**config.mk**
```make
export PLATFORM = sky130hd
export DESIGN_NAME = lfsr_password_key_derivation_core
export DESIGN_NICKNAME = d
export VERILOG_FILES = /design/src/rtl/lpkd_pkg.sv /design/src/rtl/lpkd_front.sv /design/src/rtl/lpkd_queue.sv /design/src/rtl/lpkd_back.sv /design/src/rtl/lfsr_password_key_derivation_core.sv
export SDC_FILE = /design/constraint.sdc
export NUM_CORES = 1
export LEC_CHECK = 0
export BUFFER_PORTS_ARGS = -buffer_cell sky130_fd_sc_hd__buf_2
export CAP_MARGIN = 20
export CORE_UTILIZATION = 53
export CTS_BUF_LIST = sky130_fd_sc_hd__clkbuf_2 sky130_fd_sc_hd__clkbuf_4 sky130_fd_sc_hd__clkbuf_8
export DETAILED_ROUTE_END_ITERATION = 10
export PLACE_DENSITY = 0.69
export SLEW_MARGIN = 20
export SYNTH_ARGS = -nofsm -noshare
export SYNTH_HDL_FRONTEND = slang
export SYNTH_SLANG_ARGS = --single-unit
```
**constraint.sdc**
```tcl
create_clock -name clock -period 6.3 [get_ports clock]
set_clock_uncertainty 0.2 [all_clocks]
set_input_delay 1.26 -clock clock [delete_from_list [all_inputs] [get_ports clock]]
set_output_delay 1.26 -clock clock [all_outputs]
set_load 0.02 [all_outputs]
```
**src/rtl/lpkd_pkg.sv**
```systemverilog
`timescale 1ns / 1ps

package lpkd_pkg;

   // default key length and per-run result cap
   localparam int KEY_BYTES_DEF    = 32;
   localparam int MAX_OUT          = 32;
   // seed queue between front and back, power of two
   localparam int SEED_QUEUE_DEPTH = 2;

   // request and result payloads
   typedef struct packed {
      logic [7:0] password_byte;
      logic       last_byte;
   } req_type;

   typedef struct packed {
      logic [7:0] key_byte;
      logic       last_key;
   } rsp_type;

   // finished seed handed from front to back
   typedef struct packed {
      logic        valid;
      logic [31:0] seed;
   } seed_type;

   // result of eight lfsr ticks
   typedef struct packed {
      logic [31:0] lfsr;
      logic [7:0]  bits;
   } lfsr8_type;

   // aes forward s-box
   localparam logic [7:0] SBOX [256] = '{
      8'h63, 8'h7C, 8'h77, 8'h7B, 8'hF2, 8'h6B, 8'h6F, 8'hC5,
      8'h30, 8'h01, 8'h67, 8'h2B, 8'hFE, 8'hD7, 8'hAB, 8'h76,
      8'hCA, 8'h82, 8'hC9, 8'h7D, 8'hFA, 8'h59, 8'h47, 8'hF0,
      8'hAD, 8'hD4, 8'hA2, 8'hAF, 8'h9C, 8'hA4, 8'h72, 8'hC0,
      8'hB7, 8'hFD, 8'h93, 8'h26, 8'h36, 8'h3F, 8'hF7, 8'hCC,
      8'h34, 8'hA5, 8'hE5, 8'hF1, 8'h71, 8'hD8, 8'h31, 8'h15,
      8'h04, 8'hC7, 8'h23, 8'hC3, 8'h18, 8'h96, 8'h05, 8'h9A,
      8'h07, 8'h12, 8'h80, 8'hE2, 8'hEB, 8'h27, 8'hB2, 8'h75,
      8'h09, 8'h83, 8'h2C, 8'h1A, 8'h1B, 8'h6E, 8'h5A, 8'hA0,
      8'h52, 8'h3B, 8'hD6, 8'hB3, 8'h29, 8'hE3, 8'h2F, 8'h84,
      8'h53, 8'hD1, 8'h00, 8'hED, 8'h20, 8'hFC, 8'hB1, 8'h5B,
      8'h6A, 8'hCB, 8'hBE, 8'h39, 8'h4A, 8'h4C, 8'h58, 8'hCF,
      8'hD0, 8'hEF, 8'hAA, 8'hFB, 8'h43, 8'h4D, 8'h33, 8'h85,
      8'h45, 8'hF9, 8'h02, 8'h7F, 8'h50, 8'h3C, 8'h9F, 8'hA8,
      8'h51, 8'hA3, 8'h40, 8'h8F, 8'h92, 8'h9D, 8'h38, 8'hF5,
      8'hBC, 8'hB6, 8'hDA, 8'h21, 8'h10, 8'hFF, 8'hF3, 8'hD2,
      8'hCD, 8'h0C, 8'h13, 8'hEC, 8'h5F, 8'h97, 8'h44, 8'h17,
      8'hC4, 8'hA7, 8'h7E, 8'h3D, 8'h64, 8'h5D, 8'h19, 8'h73,
      8'h60, 8'h81, 8'h4F, 8'hDC, 8'h22, 8'h2A, 8'h90, 8'h88,
      8'h46, 8'hEE, 8'hB8, 8'h14, 8'hDE, 8'h5E, 8'h0B, 8'hDB,
      8'hE0, 8'h32, 8'h3A, 8'h0A, 8'h49, 8'h06, 8'h24, 8'h5C,
      8'hC2, 8'hD3, 8'hAC, 8'h62, 8'h91, 8'h95, 8'hE4, 8'h79,
      8'hE7, 8'hC8, 8'h37, 8'h6D, 8'h8D, 8'hD5, 8'h4E, 8'hA9,
      8'h6C, 8'h56, 8'hF4, 8'hEA, 8'h65, 8'h7A, 8'hAE, 8'h08,
      8'hBA, 8'h78, 8'h25, 8'h2E, 8'h1C, 8'hA6, 8'hB4, 8'hC6,
      8'hE8, 8'hDD, 8'h74, 8'h1F, 8'h4B, 8'hBD, 8'h8B, 8'h8A,
      8'h70, 8'h3E, 8'hB5, 8'h66, 8'h48, 8'h03, 8'hF6, 8'h0E,
      8'h61, 8'h35, 8'h57, 8'hB9, 8'h86, 8'hC1, 8'h1D, 8'h9E,
      8'hE1, 8'hF8, 8'h98, 8'h11, 8'h69, 8'hD9, 8'h8E, 8'h94,
      8'h9B, 8'h1E, 8'h87, 8'hE9, 8'hCE, 8'h55, 8'h28, 8'hDF,
      8'h8C, 8'hA1, 8'h89, 8'h0D, 8'hBF, 8'hE6, 8'h42, 8'h68,
      8'h41, 8'h99, 8'h2D, 8'h0F, 8'hB0, 8'h54, 8'hBB, 8'h16
   };

   // eight lfsr ticks: taps 31, 6, 4, 2, 1, 0, shift right, new bit 0 out
   function automatic lfsr8_type lfsr_step8(input logic [31:0] r_in);
      lfsr8_type  res;
      logic [31:0] r;
      logic        fb;
      r        = r_in;
      res.bits = '0;
      for (int n = 0; n < 8; n++) begin
         fb       = r[31] ^ r[6] ^ r[4] ^ r[2] ^ r[1] ^ r[0];
         r        = {fb, r[31:1]};
         res.bits = {res.bits[6:0], r[0]};
      end
      res.lfsr = r;
      return res;
   endfunction

endpackage

```
**src/rtl/lpkd_front.sv**
```systemverilog
`timescale 1ns / 1ps

module lpkd_front (
   input  logic              clock,
   input  logic              reset,
   input  logic              req_valid,
   output logic              req_stall,
   input  lpkd_pkg::req_type req_payload,
   input  logic              queue_full,
   output lpkd_pkg::seed_type seed_push
);
   import lpkd_pkg::*;

   logic [31:0] seed_ff;
   logic [31:0] seed_in;
   logic [31:0] fold;
   logic        accept;

   // stall while the seed queue has no room
   assign req_stall = queue_full;
   assign accept    = req_valid && !queue_full;

   // seed * 33 plus the sign-extended byte
   assign fold = (seed_ff << 5) + seed_ff
               + {{24{req_payload.password_byte[7]}}, req_payload.password_byte};

   // hand the finished seed over, a zero seed becomes one
   always_comb begin
      seed_push.valid = accept && req_payload.last_byte;
      seed_push.seed  = (fold == 32'd0) ? 32'd1 : fold;
   end

   // accumulator restarts after the last byte
   always_comb begin
      seed_in = seed_ff;
      if (accept) begin
         seed_in = req_payload.last_byte ? 32'd0 : fold;
      end
   end

   always_ff @(posedge clock) begin
      if (reset) begin
         seed_ff <= '0;
      end else begin
         seed_ff <= seed_in;
      end
   end

endmodule

```
**src/rtl/lpkd_queue.sv**
```systemverilog
`timescale 1ns / 1ps

module lpkd_queue (
   input  logic               clock,
   input  logic               reset,
   input  lpkd_pkg::seed_type seed_push,
   input  logic               seed_pop,
   output lpkd_pkg::seed_type seed_head,
   output logic               queue_full
);
   import lpkd_pkg::*;

   localparam int PTR_W = (SEED_QUEUE_DEPTH > 1) ? $clog2(SEED_QUEUE_DEPTH) : 1;
   localparam int CNT_W = $clog2(SEED_QUEUE_DEPTH + 1);
   localparam logic [CNT_W-1:0] DEPTH_CNT = CNT_W'(SEED_QUEUE_DEPTH);

   logic [31:0]      entry_ff [SEED_QUEUE_DEPTH];
   logic [PTR_W-1:0] wr_ptr_ff, wr_ptr_in;
   logic [PTR_W-1:0] rd_ptr_ff, rd_ptr_in;
   logic [CNT_W-1:0] count_ff, count_in;

   assign queue_full     = (count_ff == DEPTH_CNT);
   assign seed_head.valid = (count_ff != '0);
   assign seed_head.seed  = entry_ff[rd_ptr_ff];

   // pointer and fill bookkeeping
   always_comb begin
      wr_ptr_in = wr_ptr_ff;
      rd_ptr_in = rd_ptr_ff;
      count_in  = count_ff;
      if (seed_push.valid) begin
         wr_ptr_in = wr_ptr_ff + 1'b1;
      end
      if (seed_pop) begin
         rd_ptr_in = rd_ptr_ff + 1'b1;
      end
      if (seed_push.valid && !seed_pop) begin
         count_in = count_ff + 1'b1;
      end else if (!seed_push.valid && seed_pop) begin
         count_in = count_ff - 1'b1;
      end
   end

   always_ff @(posedge clock) begin
      if (reset) begin
         wr_ptr_ff <= '0;
         rd_ptr_ff <= '0;
         count_ff  <= '0;
      end else begin
         wr_ptr_ff <= wr_ptr_in;
         rd_ptr_ff <= rd_ptr_in;
         count_ff  <= count_in;
      end
   end

   // seed storage
   always_ff @(posedge clock) begin
      if (seed_push.valid) begin
         entry_ff[wr_ptr_ff] <= seed_push.seed;
      end
   end

   a_no_push_when_full : assert property (@(posedge clock) disable iff (reset)
      seed_push.valid |-> (count_ff != DEPTH_CNT))
      else $error("seed pushed into a full queue");

   a_no_pop_when_empty : assert property (@(posedge clock) disable iff (reset)
      seed_pop |-> (count_ff != '0))
      else $error("seed popped from an empty queue");

endmodule

```
**src/rtl/lpkd_back.sv**
```systemverilog
`timescale 1ns / 1ps

module lpkd_back #(
   parameter int KEY_BYTES = lpkd_pkg::KEY_BYTES_DEF
) (
   input  logic               clock,
   input  logic               reset,
   input  lpkd_pkg::seed_type seed_head,
   output logic               seed_pop,
   output logic               rsp_valid,
   input  logic               rsp_stall,
   output lpkd_pkg::rsp_type  rsp_payload
);
   import lpkd_pkg::*;

   localparam int TOTAL  = (KEY_BYTES < MAX_OUT) ? KEY_BYTES : MAX_OUT;
   localparam int NWORDS = (TOTAL + 3) / 4;
   localparam int KCNT_W = $clog2(TOTAL + 1);
   localparam int WCNT_W = $clog2(NWORDS + 1);
   localparam logic [KCNT_W-1:0] LAST_IDX   = KCNT_W'(TOTAL - 1);
   localparam logic [KCNT_W-1:0] TOTAL_CNT  = KCNT_W'(TOTAL);
   localparam logic [WCNT_W-1:0] WORDS_INIT = WCNT_W'(NWORDS);

   logic              run_ff, run_in;
   logic [31:0]       lfsr_ff, lfsr_in;
   logic [31:0]       gen_word_ff, gen_word_in;
   logic [1:0]        gen_cnt_ff, gen_cnt_in;
   logic              gen_full_ff, gen_full_in;
   logic [WCNT_W-1:0] gen_left_ff, gen_left_in;
   logic [31:0]       emit_word_ff, emit_word_in;
   logic              emit_valid_ff, emit_valid_in;
   logic [1:0]        emit_idx_ff, emit_idx_in;
   logic [KCNT_W-1:0] key_cnt_ff, key_cnt_in;
   logic [7:0]        prev_key_ff, prev_key_in;
   logic              rsp_valid_ff, rsp_valid_in;
   rsp_type           rsp_data_ff, rsp_data_in;

   logic      start;
   logic      out_free;
   logic      emit_fire;
   logic      emit_last;
   logic      word_done;
   logic      transfer;
   logic      gen_go;
   lfsr8_type step;
   logic [7:0] raw_byte;
   logic [7:0] key;

   // handshake decisions
   assign start     = !run_ff && seed_head.valid;
   assign seed_pop  = start;
   assign out_free  = !rsp_valid_ff || !rsp_stall;
   assign emit_fire = emit_valid_ff && out_free;
   assign emit_last = emit_fire && (key_cnt_ff == LAST_IDX);
   assign word_done = emit_fire && (emit_idx_ff == 2'd3);
   assign transfer  = run_ff && gen_full_ff && (!emit_valid_ff || word_done);
   assign gen_go    = run_ff && (gen_left_ff != '0) && (!gen_full_ff || transfer);

   // generator advances eight ticks, emitter picks bytes low first
   assign step     = lfsr_step8(lfsr_ff);
   assign raw_byte = emit_word_ff[{emit_idx_ff, 3'b000} +: 8];
   assign key      = SBOX[raw_byte] ^ prev_key_ff;

   // run control, word generator and byte emitter
   always_comb begin
      run_in        = run_ff;
      lfsr_in       = lfsr_ff;
      gen_word_in   = gen_word_ff;
      gen_cnt_in    = gen_cnt_ff;
      gen_full_in   = gen_full_ff;
      gen_left_in   = gen_left_ff;
      emit_word_in  = emit_word_ff;
      emit_valid_in = emit_valid_ff;
      emit_idx_in   = emit_idx_ff;
      key_cnt_in    = key_cnt_ff;
      prev_key_in   = prev_key_ff;
      if (start) begin
         run_in        = 1'b1;
         lfsr_in       = seed_head.seed;
         gen_cnt_in    = '0;
         gen_full_in   = 1'b0;
         gen_left_in   = WORDS_INIT;
         emit_valid_in = 1'b0;
         emit_idx_in   = '0;
         key_cnt_in    = '0;
         prev_key_in   = '0;
      end else begin
         if (emit_fire) begin
            prev_key_in = key;
            key_cnt_in  = key_cnt_ff + 1'b1;
            emit_idx_in = emit_idx_ff + 2'd1;
         end
         if (word_done) begin
            emit_valid_in = 1'b0;
         end
         if (transfer) begin
            emit_word_in  = gen_word_ff;
            emit_valid_in = 1'b1;
            emit_idx_in   = '0;
            gen_full_in   = 1'b0;
         end
         if (gen_go) begin
            lfsr_in     = step.lfsr;
            gen_word_in = {gen_word_ff[23:0], step.bits};
            gen_cnt_in  = gen_cnt_ff + 2'd1;
            if (gen_cnt_ff == 2'd3) begin
               gen_full_in = 1'b1;
               gen_left_in = gen_left_ff - 1'b1;
            end
         end
         if (emit_last) begin
            run_in        = 1'b0;
            emit_valid_in = 1'b0;
         end
      end
   end

   // output register
   always_comb begin
      rsp_valid_in = rsp_valid_ff;
      rsp_data_in  = rsp_data_ff;
      if (out_free) begin
         rsp_valid_in = emit_fire;
      end
      if (emit_fire) begin
         rsp_data_in.key_byte = key;
         rsp_data_in.last_key = (key_cnt_ff == LAST_IDX);
      end
   end

   always_ff @(posedge clock) begin
      if (reset) begin
         run_ff        <= 1'b0;
         gen_cnt_ff    <= '0;
         gen_full_ff   <= 1'b0;
         gen_left_ff   <= '0;
         emit_valid_ff <= 1'b0;
         emit_idx_ff   <= '0;
         key_cnt_ff    <= '0;
         prev_key_ff   <= '0;
         rsp_valid_ff  <= 1'b0;
         lfsr_ff       <= 32'd1;
      end else begin
         run_ff        <= run_in;
         gen_cnt_ff    <= gen_cnt_in;
         gen_full_ff   <= gen_full_in;
         gen_left_ff   <= gen_left_in;
         emit_valid_ff <= emit_valid_in;
         emit_idx_ff   <= emit_idx_in;
         key_cnt_ff    <= key_cnt_in;
         prev_key_ff   <= prev_key_in;
         rsp_valid_ff  <= rsp_valid_in;
         lfsr_ff       <= lfsr_in;
      end
   end

   // payload registers
   always_ff @(posedge clock) begin
      gen_word_ff  <= gen_word_in;
      emit_word_ff <= emit_word_in;
      rsp_data_ff  <= rsp_data_in;
   end

   assign rsp_valid   = rsp_valid_ff;
   assign rsp_payload = rsp_data_ff;

   a_last_ends_run : assert property (@(posedge clock) disable iff (reset)
      emit_last |=> !run_ff)
      else $error("run still active after its final key byte");

   a_count_in_range : assert property (@(posedge clock) disable iff (reset)
      run_ff |-> (key_cnt_ff < TOTAL_CNT))
      else $error("key byte count ran past the key length");

   a_emit_inside_run : assert property (@(posedge clock) disable iff (reset)
      (emit_valid_ff || gen_full_ff) |-> run_ff)
      else $error("word buffered outside a run");

endmodule

```
**src/rtl/lfsr_password_key_derivation_core.sv**
```systemverilog
`timescale 1ns / 1ps

// Password key derivation core.
// Requests carry one password byte each on req_payload; last_byte marks the
// final character. Each byte is folded into a 32-bit seed (seed * 33 plus the
// byte as a signed char), one request per cycle while the seed queue has
// room. On the last byte the seed (one if it is zero) loads an LFSR, and
// min(KEY_BYTES, 32) key bytes follow on the rsp channel, last_key set on
// the final one. Throughput: one password byte per cycle while the queue
// has room; one key byte per cycle during a burst while rsp_stall is low,
// as the 8-tick LFSR stage builds the next word while one is emitted.
// A seed passes the seed queue, word generator, byte emitter and output
// register to rsp_valid; a new run starts only once the last has ended.
// A two-entry seed queue lets the next password be folded while a burst is
// still going; req_stall rises only when that queue is full.
// When the receiver holds rsp_stall the result stays in the output register
// and the burst pauses; nothing is dropped.
// Reset (synchronous, active high) clears the seed, the queue and any burst.

module lfsr_password_key_derivation_core #(
   parameter int KEY_BYTES = lpkd_pkg::KEY_BYTES_DEF
) (
   input  logic              clock,
   input  logic              reset,
   input  logic              req_valid,
   output logic              req_stall,
   input  lpkd_pkg::req_type req_payload,
   output logic              rsp_valid,
   input  logic              rsp_stall,
   output lpkd_pkg::rsp_type rsp_payload
);
   import lpkd_pkg::*;

   seed_type seed_push;
   seed_type seed_head;
   logic     queue_full;
   logic     seed_pop;

   // request side: seed fold
   lpkd_front u_front (
      .clock       (clock),
      .reset       (reset),
      .req_valid   (req_valid),
      .req_stall   (req_stall),
      .req_payload (req_payload),
      .queue_full  (queue_full),
      .seed_push   (seed_push)
   );

   // finished seeds waiting for the back end
   lpkd_queue u_queue (
      .clock      (clock),
      .reset      (reset),
      .seed_push  (seed_push),
      .seed_pop   (seed_pop),
      .seed_head  (seed_head),
      .queue_full (queue_full)
   );

   // key generation and result channel
   lpkd_back #(
      .KEY_BYTES (KEY_BYTES)
   ) u_back (
      .clock       (clock),
      .reset       (reset),
      .seed_head   (seed_head),
      .seed_pop    (seed_pop),
      .rsp_valid   (rsp_valid),
      .rsp_stall   (rsp_stall),
      .rsp_payload (rsp_payload)
   );

endmodule

```
## Word level (Yosys, flattened, before mapping)

Memory sizes are Yosys's and may differ from the RTL's. A register that Yosys moved wholly into a read port is not among the register bits.
Index checks and enable logic that the tools add are counted.

- Order comparisons: 1
- Bitwise logic cells: 43
- Shift-type cells: 1
- Reductions and logical operators: 38
- Eq/ne operators: 4
- Add/subtract/negate cells: 10
- Multiplexer cells: 22

Operators with widths:

| kind | number |
|---|---|
| 32-bit 2-to-1 mux | 4 |
| 32-bit adder | 2 |
| 1-bit bitwise XOR | 40 |
| 32-bit zero test | 1 |
| 32-bit by 6-bit variable part select with 8-bit output | 1 |
| 8-bit 2-to-1 mux | 2 |
| 1-bit logical AND | 12 |
| 4-bit 2-to-1 mux | 3 |
| 2-bit nonzero test | 6 |
| 1-bit 2-to-1 mux | 11 |
| 9-bit greater-or-equal comparator (second input constant) | 1 |
| 8-bit NOT with 9-bit output | 1 |
| 1-bit zero test | 8 |
| 2-bit AND reduction | 4 |
| 8-bit bitwise XOR | 1 |
| 2-bit by 1-bit adder with 2-bit output (second input constant) | 3 |
| 6-bit by 1-bit adder with 6-bit output (second input constant) | 1 |
| 2-bit equality test (second input constant) | 3 |
| 6-bit by 5-bit equality test with 1-bit output (second input constant) | 1 |
| 3-bit OR reduction | 2 |
| 2-bit 2-to-1 mux | 2 |
| 4-bit nonzero test | 1 |
| 4-bit by 1-bit subtractor with 4-bit output (second input constant) | 1 |
| 1-bit logical OR | 3 |
| other kinds (4) | 5 |

- Memories kept: 2
- Bits in registers: 167
- Bits of input ports: 13
- Memory bits (read-only): 2048
- Output and inout bits: 11
- Bits in writable memories: 64
- Word-level logic and storage cells: 140

Memories:

| name | words | bits a word | read ports | clocked after memory_dff | write ports | line | source |
|---|---|---|---|---|---|---|---|
| (no name shown) | 256 | 8 | 1 | 0 | 0 | lpkd_back.sv:62 | `assign key = SBOX[raw_byte] ^ prev_key_ff;` |
| u_queue.entry_ff | 2 | 32 | 1 | 1 | 1 | lpkd_queue.sv:17 | `logic [31:0] entry_ff [SEED_QUEUE_DEPTH];` |

## Longest topological paths before layout

Gate-level depths: netlist (run 1).

- Word-level depth: 42
- Depth in mapped cells: 17
- Mapped depth without buffers: 13

## Modules after synthesis

From an unflattened synthesis (run 1), not the netlist that was laid out.

- Cells, all modules: 1512
- Area total of the unflattened synthesis: 14863.0 µm²

By module, submodules not included:

| module | instances | sequential area each (µm²) | cells an instance | area each (µm²) |
|---|---|---|---|---|
| lpkd_back | 1 | 3353.2 | 935 | 8643.3 |
| lpkd_front | 1 | 640.6 | 455 | 3699.8 |
| lpkd_queue | 1 | 2021.9 | 122 | 2519.9 |

## Least setup slack after synthesis (run 1)

Ideal clock, no wire load.

- Path type: input-to-reg
- Start: in req_payload[2] (netlist name)
- End: mem u_queue.entry_ff[0][0], data pin
- Stages on the path: 13
- Setup time: 0.192 ns
- Data arrival time: 4.243 ns
- Data required time: 5.908 ns
- Path slack: 1.665 ns
- Buffers on the path: 0
- Cell sequence: ha_1 ha_1 inv_1 fa_1 nand2b_1 a21oi_1 o21ai_2 o21ai_1 xor2_1 or4b_1 nor4_1 nand4b_1 o41ai_2

RTL lines:

| element | line | source |
|---|---|---|
| start, declared | lfsr_password_key_derivation_core.sv:27 | `input lpkd_pkg::req_type req_payload,` |
| end, declared | lpkd_queue.sv:17 |  |

==> flow_summary_export.csv, run 1 <==
group,metric,value,unit
global_route,overflow,0,
worst_setup_path,crit_fanout,13,
yosys,synth-compound-area-share,21.0,%
sta,rsz0062_at_grt,"false",
sta,setup_viol,0,
drt,drc,0,
floorplanning,io_pins,24,
pwr,p_leak,5.63,nW
yosys,synth_top_cell_by_area,"edfxtp_1",
yosys,yosys.area.top_type_share,28.3,%
worst_setup_path,cp_slowest_stage_delay,600,ps
sta,fmax,0.197,GHz
yosys,synth_common_cells,"140 x nor2_1, 137 x edfxtp_1, 95 x dfxtp_1",
outcome,status,"complete, no violations",
floorplanning,core,0.0270,mm^2
place,place_ws,712,ps
clock_tree,cts_buffers,38,
drt,dr.first_iter.drc_count,1355,
drt,drt_wl_total,40.6,mm
floorplanning,rows,60,
pwr,power.density,385,mW/mm^2
layout,drive_above_1_share,11.0,%
place,portBuffers,23,
pwr,power_frac_comb,39.0,%
global_route,grt_pass1_vias,11300,
drt,wl_per_cell,22.6,um
drt,via_per_inst,6.61,
pwr,swShare,36.3,%
place,place.gp.congestion,1.01,
clock_tree,cts.repair.resized,0,
yosys,muxShareOfSynthArea,6.01,%
sta,fin_setup_tns,0,ps
worst_setup_path,slowest_stage,"or4b_1",
worst_setup_path,cp-start-kind,"input pin",
place,place_area,0.0147,mm^2
layout,stdcell_area,0.0156,mm^2
pwr,peakVddDrop,276,uV
sta,fin_crit_sh,80.7,%
layout,seqCellArea,0.00602,mm^2
pwr,power,6.01,mW
worst_setup_path,crit_path_frequent_cell,"nor2_1",
pwr,switchingPower,2.18,mW
layout,antenna_cells,0,
worst_setup_path,endpoint_kind,"flip-flop",
yosys,ys.flop_type,"edfxtp_1",
pwr,power_frac_seq,36.2,%
layout,final.fill_count,2314,
global_route,grt_usage,29.2,%
clock_tree,postCtsHoldBufs,0,
yosys,ys_ff_latch,232,
pwr,p_int,3.83,mW
yosys,synthSimpleGateAreaFrac,13.9,%
yosys,syn-cell-area,0.0146,mm^2
layout,syn2layout_area_growth,7.37,%
worst_setup_path,crit_type,"in2reg",
drt,drtAntennaViolNets,0,
sta,setup_slack,1210,ps
yosys,synthesis.nets,1547,
yosys,synth.area.top_cells,"edfxtp_1 28%, dfxtp_1 13%, ha_1 4.6%",
flow_run,maxCapViolCount,0,
clock_tree,htree_levels,2,
global_route,grt_max_degree,90,
yosys,synthXorXnorAreaFrac,4.87,%
place,place_hpwl,27.9,mm
drt,firstDrtPassIters,8,
floorplanning,dieArea,0.0281,mm^2
yosys,synthArstFlopShare,0,%
layout,nNetsFinal,1523,
clock_tree,post_cts_buffers,0,
sta,slew-limit-headroom,29.6,%
clock_tree,tritoncts,"built",
global_route,antenna_found_initial,0,
worst_setup_path,cp.required,6400,ps
yosys,ys_seq_area_share,41.3,%
clock_tree,cts_root_buffer,"clkbuf_8",
pwr,pwr-share-clk,24.8,%
yosys,synthAdderAreaFrac,8.35,%
yosys,syn_inst,1453,
yosys,avgSynthCellArea,10.0,um^2
clock_tree,clk_pin_slew_worst_paths,60,ps
yosys,yosys_warnings,0,
yosys,synth_cell_types,93,
sta,fin_crit,5090,ps
sta,finalHoldViolations,0,
layout,multi_input_area,0.00790,mm^2
yosys,synth_top_family_by_area,"compound AO/OA/AOI/OAI gates",
yosys,yosysMostFrequentCell,"nor2_1",
floorplanning,initial_utilization,54.0,%
yosys,synth-edff-count,137,
sta,worst_pin_slew,1060,ps
sta,drv_slew,0,
clock_tree,cts_buffer_depth,3,
floorplanning,die_w,168,um
worst_setup_path,crit_chain,"buf_2, fa_1, ha_1, nand4_1, nor2_1, nor2_1, o21ai_1, xor2_1, or4b_1, nor4_1, nand4b_1, o41ai_2",
clock_tree,cts_sinks,232,
drt,num_vias,11900,
worst_hold_path,holdCritPathClass,"reg2reg",
worst_setup_path,arrival,5190,ps
global_route,grt_pass1_wl,64.2,mm
clock_tree,insertion_delay,540,ps
floorplanning,dieHeight,168,um
[power by group through the flow]
| stage | Clock [mW] | Sequential, mW | Combinational [mW] |
|---|---|---|---|
| 2_1_floorplan | 0 | 2.08 | 1.89 |
| 3_3_place_gp | 0 | 2.20 | 2.30 |
| 3_5_place_dp | 0 | 2.21 | 2.34 |
| 4_1_cts | 1.53 | 2.18 | 2.35 |
| 5_1_grt | 1.60 | 2.21 | 2.59 |
| 6_report | 1.49 | 2.18 | 2.34 |
[cells by family (layout without fill, tap and decap cells)]
group / count (synthesis) / after routing
compound gates: 429 / 429
simple gates: 416 / 416
flops: 232 / 232
buf+inv: 142 / 148
fa+ha+maj: 81 / 81
xor+xnor: 77 / 77
mux: 76 / 76
[cell usage in the layout, fill, tap and decap left out, drive strengths merged, types with 8 or more instances in the layout]
cell type / n
xnor2: 49
a211oi: 62
nor3: 21
o21ai: 64
xor2: 26
o22ai: 9
mux4: 8
o311ai: 12
or3: 9
and3: 12
nor2: 140
clkinv: 8
a221oi: 14
nor3b: 9
clkbuf: 54
a21oi: 79
inv: 37
buf: 43
nand2: 90
mux2i: 60
ha: 54
mux2: 8
o31ai: 10
and2: 15
nand4: 8
edfxtp: 137
o211ai: 18
a22oi: 30
or2: 10
nand2b: 21
nor2b: 30
nand3: 31
a21o: 13
a31oi: 19
fa: 27
a311oi: 20
dfxtp: 95
[through the flow]
step           std cells  hold WS [ps]  utilization [%]
6_report            1800           218             58.0
5_1_grt             1800           220             58.0
4_1_cts             1800           218             58.0
3_5_place_dp        1730           205             54.7
3_3_place_gp        1730           202             54.7
2_1_floorplan       1453           200                -
[flip-flops by register name (all words and copies together) (netlist names), named ones only]
signal	count
u_queue.entry_ff	64
u_back.emit_word_ff	32
u_back.gen_word_ff	32
u_back.lfsr_ff	32
u_front.seed_ff	32
u_back.rsp_payload	9
u_back.prev_key_ff	8
u_back.key_cnt_ff	6
u_back.gen_left_ff	4
u_back.emit_idx_ff	2
u_back.gen_cnt_ff	2
u_queue.count_ff	2
u_back.emit_valid_ff	1
u_back.gen_full_ff	1
u_back.rsp_valid	1
u_back.run_ff	1
u_queue.rd_ptr_ff	1
u_queue.wr_ptr_ff	1
[worst max-delay path: cells and delay by family]
kind	cells	cell delay, ps
xor gates and xnor gates	1	210
and+or+nand+nor	6	1720
AOI/OAI and AO/OA	2	590
buffers and inverters	1	420
adders and majority gates	2	980
[worst paths after layout]
check	start	to	slack, ps	cells past startpoint
setup reg to reg	u_front.seed_ff[1]	u_queue.entry_ff[0][0]	1770	13
hold reg to reg	u_back.gen_word_ff[27]	u_back.emit_word_ff[27]	220	0
hold / removal	u_back.gen_word_ff[27]	u_back.emit_word_ff[27]	220	0
setup / recovery	req_payload[8]	u_queue.entry_ff[0][0]	1210	12
[final cells by class]
class                           instances  share of cell area (%)
Tap cell                              341                    2.73
Clock buffer                           54                    4.24
Timing Repair Buffer                   43                    1.70
Multi-Input combinational cell       1079                    50.6
Sequential cell                       232                    38.5
Clock inverter                         16                    1.42
Inverter                               35                   0.857
[per-layer routing]
metal	track usage, %	routed length, um
met1	38.4	16600
met2	47.9	19200
met3	4.54	3170
met4	12.5	1700
met5	0	0
Power figures use the tool's default switching activity.
==> inputs of run 2 (changes only) <==
==> constraint.sdc (replaced) <==
create_clock -name clock -period 4.8 [get_ports clock]
set_clock_uncertainty 0.2 [all_clocks]
set_input_delay 0.96 -clock clock [delete_from_list [all_inputs] [get_ports clock]]
set_output_delay 0.96 -clock clock [all_outputs]
set_load 0.02 [all_outputs]
==> run 2 against run 1 <==
  * Register-to-register slack lost 1400 ps
  * Critical path depth is 1 higher
  * Design area grew 3.6%
  * First-iteration DRC count shrank 3.5%
  * Hold slack lost 1.0 ps
  * Die area unchanged
  * Largest power group unchanged
==> flow_summary_export.csv, run 2 (same netlist as run 1, synthesis figures left out) <==
group,metric,value,unit
outcome,status,"complete, no violations",
clock_tree,post_cts_buffers,0,
worst_hold_path,min_path_cells,0,
worst_setup_path,endpoint_kind,"flip-flop",
clock_tree,clk_pin_slew_worst_paths,60,ps
worst_setup_path,cp.required,4960,ps
pwr,p_leak,6.00,nW
drt,drt_wl_total,41.2,mm
global_route,overflow,0,
sta,rsz0062_at_grt,"false",
place,place_area,0.0154,mm^2
clock_tree,htree_levels,2,
drt,dr.first_iter.drc_count,1308,
layout,final_common_cell,"nor2_1",
pwr,peakVddDrop,392,uV
worst_setup_path,reg2reg_to,"u_back.prev_key_ff[1]",
worst_setup_path,rr_worst_depth,13,
worst_setup_path,arrival,4640,ps
clock_tree,postCtsHoldBufs,0,
sta,finalHoldViolations,0,
worst_setup_path,crit_type,"reg2reg",
worst_setup_path,cp-start-kind,"flip-flop",
layout,stdcell_area,0.0162,mm^2
drt,firstDrtPassIters,8,
clock_tree,cts_buffers,38,
worst_setup_path,crit_chain,"buf_4, buf_4, mux2i_1, mux2_4, inv_4, buf_12, nor2b_1, o311ai_0, a311oi_1, o311a_1, nand2_1, xor2_1, nor2_1",
pwr,power,8.00,mW
sta,fmax,0.223,GHz
layout,antenna_cells,0,
sta,drv_slew,0,
worst_setup_path,cp_slowest_stage_delay,720,ps
clock_tree,cts_root_buffer,"clkbuf_8",
global_route,grt_pass1_wl,65.9,mm
sta,fin_crit_sh,93.3,%
layout,nNetsFinal,1604,
floorplanning,dieHeight,168,um
global_route,grt_pass1_vias,11900,
layout,drive_above_1_share,15.6,%
place,place_hpwl,29.1,mm
layout,largest_reg_flops,64,
layout,final_cell_mix,"138 x nor2_1, 137 x edfxtp_1, 99 x buf_4",
drt,wl_per_cell,21.9,um
sta,fin_crit,4480,ps
layout,final.fill_count,2261,
floorplanning,initial_utilization,54.0,%
worst_hold_path,worstHoldStart,"u_back.gen_word_ff[30]",
clock_tree,cts_buffer_depth,3,
sta,fin_setup_tns,0,ps
global_route,grt_max_degree,68,
sta,slew-limit-headroom,30.3,%
layout,top_register,"u_queue.entry_ff",
sta,setup_slack,323,ps
clock_tree,tritoncts,"built",
clock_tree,insertion_delay,540,ps
clock_tree,cts_sinks,232,
floorplanning,die_w,168,um
place,place.gp.congestion,1.03,
global_route,grt_usage,29.8,%
place,place_ws,-226,ps
floorplanning,io_pins,24,
drt,drc,0,
drt,drtAntennaViolNets,0,
sta,worst_pin_slew,1050,ps
worst_setup_path,crit_path_frequent_cell,"buf_4",
worst_hold_path,holdCritPathClass,"reg2reg",
sta,setup_viol,0,
flow_run,maxCapViolCount,0,
drt,via_per_inst,6.44,
worst_setup_path,r2r_start,"u_back.emit_idx_ff[0]",
worst_setup_path,slowest_stage,"nor2b_1",
global_route,antenna_found_initial,0,
floorplanning,core,0.0270,mm^2
place,portBuffers,23,
drt,num_vias,12100,
floorplanning,rows,60,
worst_setup_path,crit_fanout,49,
worst_hold_path,min_to,"u_back.emit_word_ff[30]",
clock_tree,cts.repair.resized,0,
layout,syn2layout_area_growth,11.3,%
worst_setup_path,reg2reg_slack,320,ps
floorplanning,dieArea,0.0281,mm^2
pwr,power.density,494,mW/mm^2
-- run 2: cell types whose count changed in the layout (fill, tap and decap cells not counted), sizes merged --
| cell | delta |
|---|---|
| clkbuf | +1 |
| clkinv | +2 |
| bufinv | -3 |
| buf | +80 |
-- run 2: report_power, final --
part | internal [mW] | switching, mW
clock network | 1.03 | 0.781
registers | 2.55 | 0.304
logic | 1.52 | 1.82
-- run 2: final cells by class --
type,count,area (um^2),share of cell area (%)
multi-input cells,1079,7900,48.8
flip-flops and latches,232,6020,37.1
repair buffers,124,901,5.56
clock buffers,54,674,4.16
well taps,341,427,2.63
clock inverters,15,140,0.865
inverters,35,134,0.827
-- run 2: worst max path at each step --
| stage | startpoint | end | slack (ps) | cells past startpoint |
|---|---|---|---|---|
| after floorplan | req_payload[2] | u_queue.entry_ff[0][0] | 470 | 13 |
| after global placement | req_payload[8] | u_queue.entry_ff[0][0] | -170 | 14 |
| after global routing | req_payload[8] | u_queue.entry_ff[1][0] | 30 | 14 |
| final | u_back.emit_idx_ff[0] | u_back.prev_key_ff[1] | 320 | 13 |
| after detailed placement | req_payload[8] | u_queue.entry_ff[1][0] | -230 | 14 |
| after CTS | req_payload[8] | u_queue.entry_ff[1][0] | 320 | 14 |
-- run 2: layer usage --
layer  wire, um  vias to the layer above  track usage (%)
met5          0                        -                0
met4       1590                        0             13.4
met3       3100                      123             4.44
met2      19500                      551             49.1
met1      17000                     5814             38.9
li1           -                     5626                -
-- run 2: metrics by stage --
step / hold WS (ps) / instances / utilization [%]
final: 217 / 1880 / 60.1
after global routing: 216 / 1880 / 60.1
after CTS: 216 / 1880 / 60.1
after detailed placement: 205 / 1811 / 57.1
after global placement: 201 / 1811 / 57.1
after floorplan: 200 / 1453 / -
-- run 2: critical path, delay by kind of cell (launching register included) --
kind | cells | cell delay [ps]
mux | 2 | 600
flops | 1 | 370
xor+xnor | 1 | 170
compound gates | 3 | 1110
buf+inv | 4 | 980
simple gates | 3 | 860
